==> src/design/psd_pkg.sv <==
// Shared widths, pipeline stage indexes and types of the point-to-segment distance unit.
// No dependencies; every other file of the block imports this package.
package psd_pkg;

  localparam int COORD_W  = 24;               // input coordinate width
  localparam int WIDTH_W  = COORD_W - 1;      // line width field
  localparam int DIST_W   = COORD_W + 1;      // distance result field
  localparam int MAG_W    = COORD_W + 1;      // bare segment direction components
  localparam int CW       = COORD_W + 2;      // coordinates of an extended segment
  localparam int DW       = CW + 1;           // differences inside the metric
  localparam int PW       = 2 * DW;           // products inside the metric
  localparam int NUM_W    = 2 * PW;           // squared distance numerator
  localparam int DEN_W    = PW;               // squared distance denominator
  localparam int EPROD_W  = MAG_W + WIDTH_W;  // |d| * w
  localparam int EHALF_W  = EPROD_W / 2;
  localparam int ENUM_W   = 2 * EPROD_W;      // (|d| * w)^2
  localparam int EL2_W    = 2 * MAG_W + 1;    // bare squared length
  localparam int EXT_BITS = WIDTH_W;          // extension never exceeds the width
  localparam int FIN_BITS = 32;               // bits of the final square root
  localparam int RW       = DEN_W + 2 * (FIN_BITS - 1) + 4;
  localparam int MET_LAT  = 5;                // register stages of psd_metric

  // Pipeline stage indexes, counted from the input register.
  localparam int ST_EXT_IN = 4;
  localparam int ST_BARE   = MET_LAT;
  localparam int ST_INS    = ST_BARE + 3;
  localparam int ST_G      = ST_EXT_IN + EXT_BITS + 1;
  localparam int ST_FIN_IN = ST_G + MET_LAT;
  localparam int ST_OUT    = ST_FIN_IN + FIN_BITS + 1;

  typedef struct packed {
    logic                      func;
    logic [WIDTH_W-1:0]        line_w;
    logic signed [COORD_W-1:0] sx;
    logic signed [COORD_W-1:0] sy;
    logic signed [COORD_W-1:0] ex;
    logic signed [COORD_W-1:0] ey;
    logic signed [COORD_W-1:0] px;
    logic signed [COORD_W-1:0] py;
  } ctx_t;

  typedef struct packed {
    logic signed [CW-1:0] ax;
    logic signed [CW-1:0] ay;
    logic signed [CW-1:0] bx;
    logic signed [CW-1:0] by;
    logic signed [CW-1:0] px;
    logic signed [CW-1:0] py;
  } pts_t;

  // Running state of the bit-serial ratio square root.
  typedef struct packed {
    logic [RW-1:0]       num;
    logic [RW-1:0]       sq;
    logic [RW-1:0]       y;
    logic [RW-1:0]       d2;
    logic [FIN_BITS-1:0] r;
  } root_t;

endpackage

==> src/design/psd_root_cell.sv <==
// One cell of the ratio square root chain: decides one result bit of floor(sqrt(num/den)).
// Depends on psd_pkg.
module psd_root_cell import psd_pkg::*; (
  input  logic  clk_i,
  input  logic  en_i,
  input  root_t root_i,
  output root_t root_o
);

  // sq holds r^2*den, y holds r*den*2^(b+1) and d2 holds den*4^b for the bit b of this cell,
  // so trying the bit costs one three-input add and a compare.
  logic [RW-1:0] cand;
  logic          take;

  assign cand = root_i.sq + root_i.y + root_i.d2;
  assign take = (cand <= root_i.num);

  always_ff @(posedge clk_i) begin
    if (en_i) begin
      root_o.num <= root_i.num;
      root_o.sq  <= take ? cand : root_i.sq;
      root_o.y   <= (root_i.y >> 1) + (take ? root_i.d2 : '0);
      root_o.d2  <= root_i.d2 >> 2;
      root_o.r   <= {root_i.r[FIN_BITS-2:0], take};
    end
  end

endmodule

==> config.mk <==
export PLATFORM = sky130hd
export DESIGN_NAME = psd_root_cell
export DESIGN_NICKNAME = d
export VERILOG_FILES = /design/src/design/psd_pkg.sv /design/src/design/psd_root_cell.sv
export SDC_FILE = /design/constraint.sdc
export NUM_CORES = 1
export LEC_CHECK = 0
export BUFFER_PORTS_ARGS = -buffer_cell sky130_fd_sc_hd__buf_2
export CAP_MARGIN = 25
export CORE_AREA = 2 2 405 407
export DETAILED_ROUTE_END_ITERATION = 7
export DIE_AREA = 0 0 407 409
export PLACE_DENSITY_LB_ADDON = 0.05
export SETUP_SLACK_MARGIN = 0.02
export SLEW_MARGIN = 10
export SYNTH_ARGS = -nofsm -noshare
export SYNTH_HDL_FRONTEND = slang
export SYNTH_SLANG_ARGS = --single-unit
==> constraint.sdc <==
create_clock -name clk_i -period 27.8 [get_ports clk_i]
set_clock_uncertainty 0.2 [all_clocks]
set_input_delay 1.39 -clock clk_i [delete_from_list [all_inputs] [get_ports clk_i]]
set_output_delay 1.39 -clock clk_i [all_outputs]
set_load 0.01 [all_outputs]
## After elaboration in Yosys (flattened, before gate mapping)

Cells that the tools add are included.

| cells by class | value |
|---|---|
| $lt $le $gt $ge | 1 |
| add/sub/neg operators | 3 |
| multiplexer cells | 2 |

Operators by type and width:

| kind | count |
|---|---|
| adder 120 bit | 2 |
| 2-to-1 mux 120 bit | 2 |
| adder 119 x 120 -> 120 bit | 1 |
| less-or-equal comparator 120 bit | 1 |

| storage, ports and cells | value |
|---|---|
| register bits after elaboration | 510 |
| bits of input ports | 514 |
| logic and storage cells | 11 |
| output and inout port bits | 512 |

## Logic depth before layout (Yosys ltp)

Gate-level depths: netlist of run 1.

| depth | value |
|---|---|
| depth after elaboration | 5 |
| mapped depth | 44 |
| depth with buffers taken out | 42 |

## Least setup slack after synthesis of run 1

Ideal clock, no wire load.

| path | value |
|---|---|
| path kind | input-to-reg |
| from | input root_i[33] (netlist bit) |
| to | register root_o[256] (netlist bit) (data pin) |
| setup time | 261 ps |
| stages | 42 |
| slack | 17199 ps |
| buffers on the path | 2 |
| data arrival time | 10140 ps |
| cells stage by stage | inv_1 > fa_1 > inv_1 > ha_1 > inv_1 > fa_1 > nor2b_1 > o21a_1 > o21ai_2 > a211oi_1 > o21ai_0 > a2111oi_0 > o211ai_1 > a21boi_0 > o21ai_1 > a2111oi_1 > o21a_1 > nor2_1 > [... 6 more ...] > o21bai_1 > a21oi_1 > clkbuf_1 > clkbuf_1 > nor2_1 > fa_1 > a211oi_1 > o21ai_0 > a21oi_1 > o31ai_1 > a31oi_1 > o21ai_1 > a21oi_1 > o21ai_1 > a21oi_1 > nor3_1 > or3b_2 > xor2_1 |

| on the way | value |
|---|---|
| word-level cells in the longest chain between the ends | 4 |

RTL lines:

| element | RTL line | text |
|---|---|---|
| from (decl) | psd_root_cell.sv:6 | `input root_t root_i,` |
| adder 120 bit | psd_root_cell.sv:15 | `assign cand = root_i.sq + root_i.y + root_i.d2;` |
| less-or-equal comparator 120 bit | psd_root_cell.sv:16 | `assign take = (cand <= root_i.num);` |
| 2-to-1 mux 120 bit * | psd_root_cell.sv:22 | `root_o.y <= (root_i.y >> 1) + (take ? root_i.d2 : '0);` |
| adder 119 x 120 -> 120 bit * | psd_root_cell.sv:22 |  |
| to (decl) | psd_root_cell.sv:7 | `output root_t root_o` |

Every way passes the cells marked *; elsewhere a longest branch is shown, timed or not.
A chain may end at the register's enable or synchronous reset.

## Final worst setup path of run 1

| path | value |
|---|---|
| from | input root_i[33] (netlist bit) |
| to | register root_o[268] (netlist bit) (data pin) |

The elaborated chain is that of the path after synthesis.

==> results of run 1 <==
==> cell usage in the layout (no fill, tap or decap), types with 121 or more instances in the layout <==
master	instances
sky130_fd_sc_hd__nor2b_1	145
sky130_fd_sc_hd__inv_1	218
sky130_fd_sc_hd__nand4_1	134
sky130_fd_sc_hd__edfxtp_1	510
sky130_fd_sc_hd__a21o_1	188
sky130_fd_sc_hd__nand2_1	242
sky130_fd_sc_hd__buf_2	1021
sky130_fd_sc_hd__fa_1	121
sky130_fd_sc_hd__a21oi_1	386
sky130_fd_sc_hd__xnor2_1	143
sky130_fd_sc_hd__nor2_1	183
sky130_fd_sc_hd__o21ai_0	207
sky130_fd_sc_hd__ha_1	357
==> power by group through the flow <==
stage          Sequential [W]  Clock [W]  Combinational, W
2_1_floorplan         0.00129          0           0.00131
3_3_place_gp          0.00119          0           0.00242
3_5_place_dp          0.00119          0           0.00240
4_1_cts               0.00118   0.000955           0.00242
5_1_grt               0.00119   0.000980           0.00262
6_report              0.00117   0.000919           0.00239
==> metal layers <==
metal / up-vias / global-route usage / wire length (µm) / part of all wire
met4: 20 / 0.0508 / 4110 / 0.023
met2: 1093 / 0.368 / 89000 / 0.49
met3: 208 / 0.0517 / 12800 / 0.070
met1: 16100 / 0.263 / 76000 / 0.42
met5: - / 0 / 108 / 0.00059
li1: 15600 / - / - / -
==> synthesized netlist by cell type, types with 80 or more instances <==
library cell               instances  area share
sky130_fd_sc_hd__a21o_1          188       0.037
sky130_fd_sc_hd__nand4_1         134       0.022
sky130_fd_sc_hd__nor2b_1         145       0.024
sky130_fd_sc_hd__ha_1            357        0.12
sky130_fd_sc_hd__clkbuf_1        151       0.015
sky130_fd_sc_hd__mux2_2          110       0.032
sky130_fd_sc_hd__nor2_1          183       0.018
sky130_fd_sc_hd__fa_1            121       0.063
sky130_fd_sc_hd__o21bai_1         80       0.016
sky130_fd_sc_hd__xor2_1           89       0.020
sky130_fd_sc_hd__inv_1           219       0.022
sky130_fd_sc_hd__o21ai_0         207       0.027
sky130_fd_sc_hd__a21oi_1         387       0.051
sky130_fd_sc_hd__edfxtp_1        510        0.40
sky130_fd_sc_hd__nand2_1         242       0.024
sky130_fd_sc_hd__xnor2_1         143       0.033
==> cell type report <==
cell class,count,area share
inverter,219,0.0172
tap,2175,0.0568
clock inverter,38,0.00836
clock buffer,85,0.0386
multi-input combinational,2810,0.449
antenna,12,0.000627
timing repair buffer,1043,0.110
sequential,510,0.320
==> critical path, delay by kind of cell <==
| family | cells | cell delay [ns] |
|---|---|---|
| AOI/OAI and AO/OA | 22 | 8.98 |
| xor gates and xnor gates | 1 | 0.14 |
| adders and majority gates | 5 | 1.89 |
| buffers and inverters | 8 | 1.92 |
| and+or+nand+nor | 9 | 2.02 |
==> stage by stage <==
stage / cell area (µm²) / std cells / power [W] / hold slack, ns
after detailed placement: 45600 / 6757 / 0.00359 / 1.37
final: 47900 / 6892 / 0.00448 / 0.696
after global routing: 47900 / 6887 / 0.00480 / 0.651
after global placement: 45600 / 6757 / 0.00361 / 1.37
after floorplan: 38200 / 3696 / 0.00261 / 1.29
after CTS: 47900 / 6880 / 0.00455 / 0.626
==> kinds of logic (layout without fill, tap and decap cells) <==
kind of cell | count (synthesis) | after routing | synth area share
AOI/OAI and AO/OA | 1075 | 1075 | 0.176
and+or+nand+nor | 912 | 912 | 0.120
DFF | 510 | 510 | 0.401
adders and majority gates | 478 | 478 | 0.180
buffers and inverters | 376 | 1385 | 0.0375
xor gates and xnor gates | 232 | 232 | 0.0532
muxes | 111 | 111 | 0.0328
other | 1 | 14 | 0.0000981
==> worst max path at each step <==
stage	endpoint	start	cells after the start
6_report	root_o[268]	root_i[33]	45
3_5_place_dp	root_o[268]	root_i[33]	45
4_1_cts	root_o[268]	root_i[33]	45
5_1_grt	root_o[268]	root_i[33]	45
2_1_floorplan	root_o[256]	root_i[33]	42
3_3_place_gp	root_o[268]	root_i[33]	45
==> impl_metrics.py, run 1 <==
metrics = {
    "drt": {
        "totalWireLength_um": 182000,
        "detail_route.vias_per_cell": 4.79,
        "ant_nets": 0,
        "dr.first_iter.drc_count": 1977,
        "drc": 0,
        "first_pass_detailed_route_iteration_total": 5,
        "wl_per_cell_um": 26.4,
        "routed-via-count": 33000,
    },
    "layout": {
        "multiInputGateArea_um2": 21500,
        "registers_with_the_most_flip_flops": "root_o: 510 flops",
        "final_layout_size_suffix_gt1_frac": 0.272,
        "postLayoutCoreUtil": 0.296,
        "largest_register_ff_count": 510,
        "largest_register": "root_o",
        "register_area_um2": 15300,
        "nFillCells": 17400,
        "synthToLayoutAreaGrowth_pct": 25.4,
        "number_of_nets_in_the_final_layout": 5647,
    },
    "floorplan": {
        "initial_utilization": 0.236,
        "vertical_die_dimension_um": 409,
        "placeableCoreArea_um2": 162000,
        "floorplan.die.width_um": 407,
        "rows": 148,
        "ioPinCount": 1026,
        "floorplan.die_area_um2": 166000,
    },
    "synthesis": {
        "yosysWarnings": 0,
        "area_of_the_mapped_netlist_um2": 38200,
        "synth-seq-area-share": 0.401,
        "asyncSetResetFlopFracSynth": 0,
        "ys_seq_elements": 510,
        "synth_top_flop_cell": "sky130_fd_sc_hd__edfxtp_1",
        "synthesis.area_per_instance_um2": 10.3,
        "synth-edff-count": 510,
        "yosysUniqueCellTypes": 78,
        "netlist_instances": 3695,
    },
    "global_route": {
        "first_global_vias": 34100,
        "grt_first_pass_wirelength_um": 254000,
        "number_of_antenna_violations_at_the_first_check_in_global_routing": 51,
        "track_usage": 0.213,
        "pin_count_of_the_biggest_net_entering_global_routing": 84,
        "grt-ovfl-total": 0,
    },
    "min_path": {
        "cell_depth_of_the_worst_hold_path": 1,
        "hold_path_class": "primary input to register",
        "worstHoldEndpoint": "root_o[4]",
        "source_of_the_worst_hold_timing_path": "root_i[3]",
    },
    "timing": {
        "achievable-frequency_mhz": 61.7,
        "slew-limit-headroom": 0.208,
        "maxSlewViolCount": 0,
        "worst_slew_pin_slew_ns": 1.18,
        "fin_tns_setup_ns": 0,
        "timing.final.crit_period_ns": 16.22,
        "finalSetupViolCount": 0,
        "timing.final.ws_setup_ns": 11.58,
        "post-route-period-util": 0.583,
        "unrepaired_setup_endpoints_after_global_routing": "no",
        "final-hold-violation-count": 0,
    },
    "place": {
        "buffer_ports.inserted": 1022,
        "pre_cts_slack_ns": 10.69,
        "detailed_place_hpwl_um": 155000,
        "finalWeightedCongestion": 0.924,
    },
    "setup_path": {
        "cp-end-kind": "register",
        "required_arrival_time_at_the_worst_endpoint_ns": 28.02,
        "slowest_stage": "sky130_fd_sc_hd__a2111oi_2",
        "critPathMaxFanout": 47,
        "startpoint_type": "primary input",
        "cpMostUsedCell": "sky130_fd_sc_hd__buf_4",
        "critical_path_class": "primary input to register",
        "cp_data_arrival_time_ns": 16.44,
        "slowest_stage_delay_cp_ns": 1.09,
    },
    "power_and_ir_drop": {
        "clock_power_share": 0.205,
        "largest_voltage_drop_on_the_vdd_net_v": 0.0000481,
        "power.internal_w": 0.00251,
        "switching_share": 0.439,
        "leakage_power_nw": 20.7,
        "powerDensity_nw_per_um2": 93.5,
        "combinationalPowerShare": 0.533,
        "pwr-share-seq": 0.262,
        "switchingPower_w": 0.00197,
    },
    "clocking": {
        "ctsResizeCount": 0,
        "post_cts_setup_repair_bufs": 0,
        "num_cts_buffers": 71,
        "ctsHtreeMaxLevel": 3,
        "cts.clk_slew.worst_paths_ns": 0.06,
        "postCtsHoldBufs": 0,
        "clock-sinks": 510,
        "root_buffer": "sky130_fd_sc_hd__clkbuf_16",
        "cts_max_path_bufs": 3,
        "tritoncts": "built",
    },
    "outcome": {
        "outcome": "completed",
    },
    "run": {
        "drv.max_cap_violation_count": 0,
    },
}
(Power assumes the default switching activity.)
==> inputs of run 2 (changes only) <==
- clock period: 27.8 -> 16.9 ns (I/O delays scaled with it)
==> run 2 against run 1 <==
  * Non-clock buffer count up 8
  * Sequential cell count is the same
  * Critical path depth unchanged
  * Wire length up 0.11%
  * Clock power up 78%
  * Via count is 0.16% lower
  * Sequential share of layout area down 0.20 points
  * First-iteration DRC count decreased by 5.6%
  * Largest cell class unchanged
  * Largest power group unchanged
==> impl_metrics.py, run 2 (synthesized netlist as in run 1, its figures left out) <==
metrics = {
    "outcome": {
        "outcome": "completed",
    },
    "floorplan": {
        "floorplan.die_area_um2": 166000,
        "rows": 148,
        "ioPinCount": 1026,
        "floorplan.die.width_um": 407,
        "initial_utilization": 0.236,
        "placeableCoreArea_um2": 162000,
        "vertical_die_dimension_um": 409,
    },
    "global_route": {
        "number_of_antenna_violations_at_the_first_check_in_global_routing": 52,
        "grt-ovfl-total": 0,
        "pin_count_of_the_biggest_net_entering_global_routing": 148,
        "first_global_vias": 33800,
        "track_usage": 0.213,
        "grt_first_pass_wirelength_um": 253000,
    },
    "clocking": {
        "root_buffer": "sky130_fd_sc_hd__clkbuf_16",
        "cts_max_path_bufs": 3,
        "ctsResizeCount": 0,
        "tritoncts": "built",
        "ctsHtreeMaxLevel": 3,
        "num_cts_buffers": 71,
        "cts.clk_slew.worst_paths_ns": 0.06,
        "clock-sinks": 510,
        "postCtsHoldBufs": 0,
        "post_cts_setup_repair_bufs": 0,
    },
    "layout": {
        "nFillCells": 17400,
        "largest_register_ff_count": 510,
        "registers_with_the_most_flip_flops": "root_o: 510 flops",
        "final_layout_size_suffix_gt1_frac": 0.275,
        "most-common-layout-cells": "sky130_fd_sc_hd__buf_2, sky130_fd_sc_hd__edfxtp_1, sky130_fd_sc_hd__a21oi_1, sky130_fd_sc_hd__ha_1, sky130_fd_sc_hd__nand2_1",
        "final_cells": 6903,
        "synthToLayoutAreaGrowth_pct": 26.2,
        "layout_commonest_cell": "sky130_fd_sc_hd__buf_2",
        "largest_register": "root_o",
        "number_of_nets_in_the_final_layout": 5655,
    },
    "setup_path": {
        "cp_data_arrival_time_ns": 14.27,
        "required_arrival_time_at_the_worst_endpoint_ns": 17.10,
        "cpMostUsedCell": "sky130_fd_sc_hd__buf_4",
        "cp-end-kind": "register",
        "critical_path_class": "primary input to register",
        "slowest_stage_delay_cp_ns": 1.04,
        "critPathMaxFanout": 51,
        "startpoint_type": "primary input",
        "slowest_stage": "sky130_fd_sc_hd__a2111oi_2",
    },
    "drt": {
        "wl_per_cell_um": 26.4,
        "first_pass_detailed_route_iteration_total": 6,
        "routed-via-count": 33000,
        "drc": 0,
        "ant_nets": 0,
        "detail_route.vias_per_cell": 4.77,
        "dr.first_iter.drc_count": 1867,
        "totalWireLength_um": 182000,
    },
    "timing": {
        "slew-limit-headroom": 0.249,
        "timing.final.ws_setup_ns": 2.83,
        "finalSetupViolCount": 0,
        "final-hold-violation-count": 0,
        "fin_tns_setup_ns": 0,
        "maxSlewViolCount": 0,
        "worst_slew_pin_slew_ns": 1.13,
        "achievable-frequency_mhz": 71.1,
        "timing.final.crit_period_ns": 14.07,
        "unrepaired_setup_endpoints_after_global_routing": "no",
        "post-route-period-util": 0.832,
    },
    "place": {
        "buffer_ports.inserted": 1022,
        "pre_cts_slack_ns": 1.85,
        "finalWeightedCongestion": 0.938,
        "detailed_place_hpwl_um": 156000,
        "place_inst": 6765,
    },
    "power_and_ir_drop": {
        "largest_voltage_drop_on_the_vdd_net_v": 0.0000933,
        "p_total_w": 0.00751,
        "powerDensity_nw_per_um2": 156,
        "leakage_power_nw": 20.8,
    },
    "min_path": {
        "source_of_the_worst_hold_timing_path": "root_i[21]",
        "cell_depth_of_the_worst_hold_path": 1,
        "hold_path_class": "primary input to register",
        "worstHoldEndpoint": "root_o[22]",
    },
    "run": {
        "drv.max_cap_violation_count": 0,
    },
}
[run 2: changes by cell type in the layout (fill, tap and decap cells not counted), moves of 2 or more]
cell	before	now
sky130_fd_sc_hd__bufinv_16	6	13
sky130_fd_sc_hd__buf_4	21	27
sky130_fd_sc_hd__clkinv_8	0	4
sky130_fd_sc_hd__inv_6	5	1
sky130_fd_sc_hd__clkbuf_1	13	10
sky130_fd_sc_hd__buf_12	0	2
[run 2: layout make-up]
type / count / area [µm²] / share of cell area
antenna: 12 / 30.0 / 0.000623
timing repair buffer: 1051 / 5370 / 0.111
sequential: 510 / 15300 / 0.318
tap: 2175 / 2720 / 0.0564
multi-input combinational: 2810 / 21500 / 0.446
clock buffer: 83 / 1860 / 0.0387
clock inverter: 43 / 608 / 0.0126
inverter: 219 / 825 / 0.0171
[run 2: how the worst max path moves through the flow]
stage | start | end | slack [ns] | depth (start not counted)
after floorplan | root_i[33] | root_o[256] | 6.84 | 42
after global placement | root_i[33] | root_o[265] | 1.90 | 45
after detailed placement | root_i[33] | root_o[265] | 1.85 | 45
after CTS | root_i[33] | root_o[265] | 2.50 | 45
after global routing | root_i[33] | root_o[269] | 1.71 | 45
final | root_i[33] | root_o[265] | 2.83 | 45
[run 2: metal layers]
metal / vias to the layer above / routed length, µm / global-route usage
met1: 16100 / 77000 / 0.264
met5: - / 191 / 0
met4: 26 / 4130 / 0.0524
met2: 962 / 89600 / 0.369
li1: 15600 / - / -
met3: 221 / 11500 / 0.0482
[run 2: power breakdown]
group / switching [W] / total, W / internal (W)
clock: 0.000651 / 0.00164 / 0.000993
combinational: 0.00251 / 0.00393 / 0.00142
sequential: 0.0000833 / 0.00193 / 0.00185
total: 0.00324 / 0.00751 / 0.00427
[run 2: metrics by stage]
| stage | hold WS [ns] | cell area [µm²] | util |
|---|---|---|---|
| 3_5_place_dp | 0.823 | 45700 | 0.282 |
| 5_1_grt | 0.116 | 48200 | 0.298 |
| 2_1_floorplan | 0.744 | 38200 | - |
| 3_3_place_gp | 0.822 | 45700 | 0.282 |
| 4_1_cts | 0.0833 | 48200 | 0.297 |
| 6_report | 0.154 | 48200 | 0.298 |
[run 2: worst max-delay path: cells and delay by family]
kind	cells	cell delay, ns
AND/OR/NAND/NOR	9	1.66
AO/OA/AOI/OAI	22	8.02
buffers and inverters	8	1.63
adder cells (fa/ha/maj)	5	1.84
XOR/XNOR	1	0.18
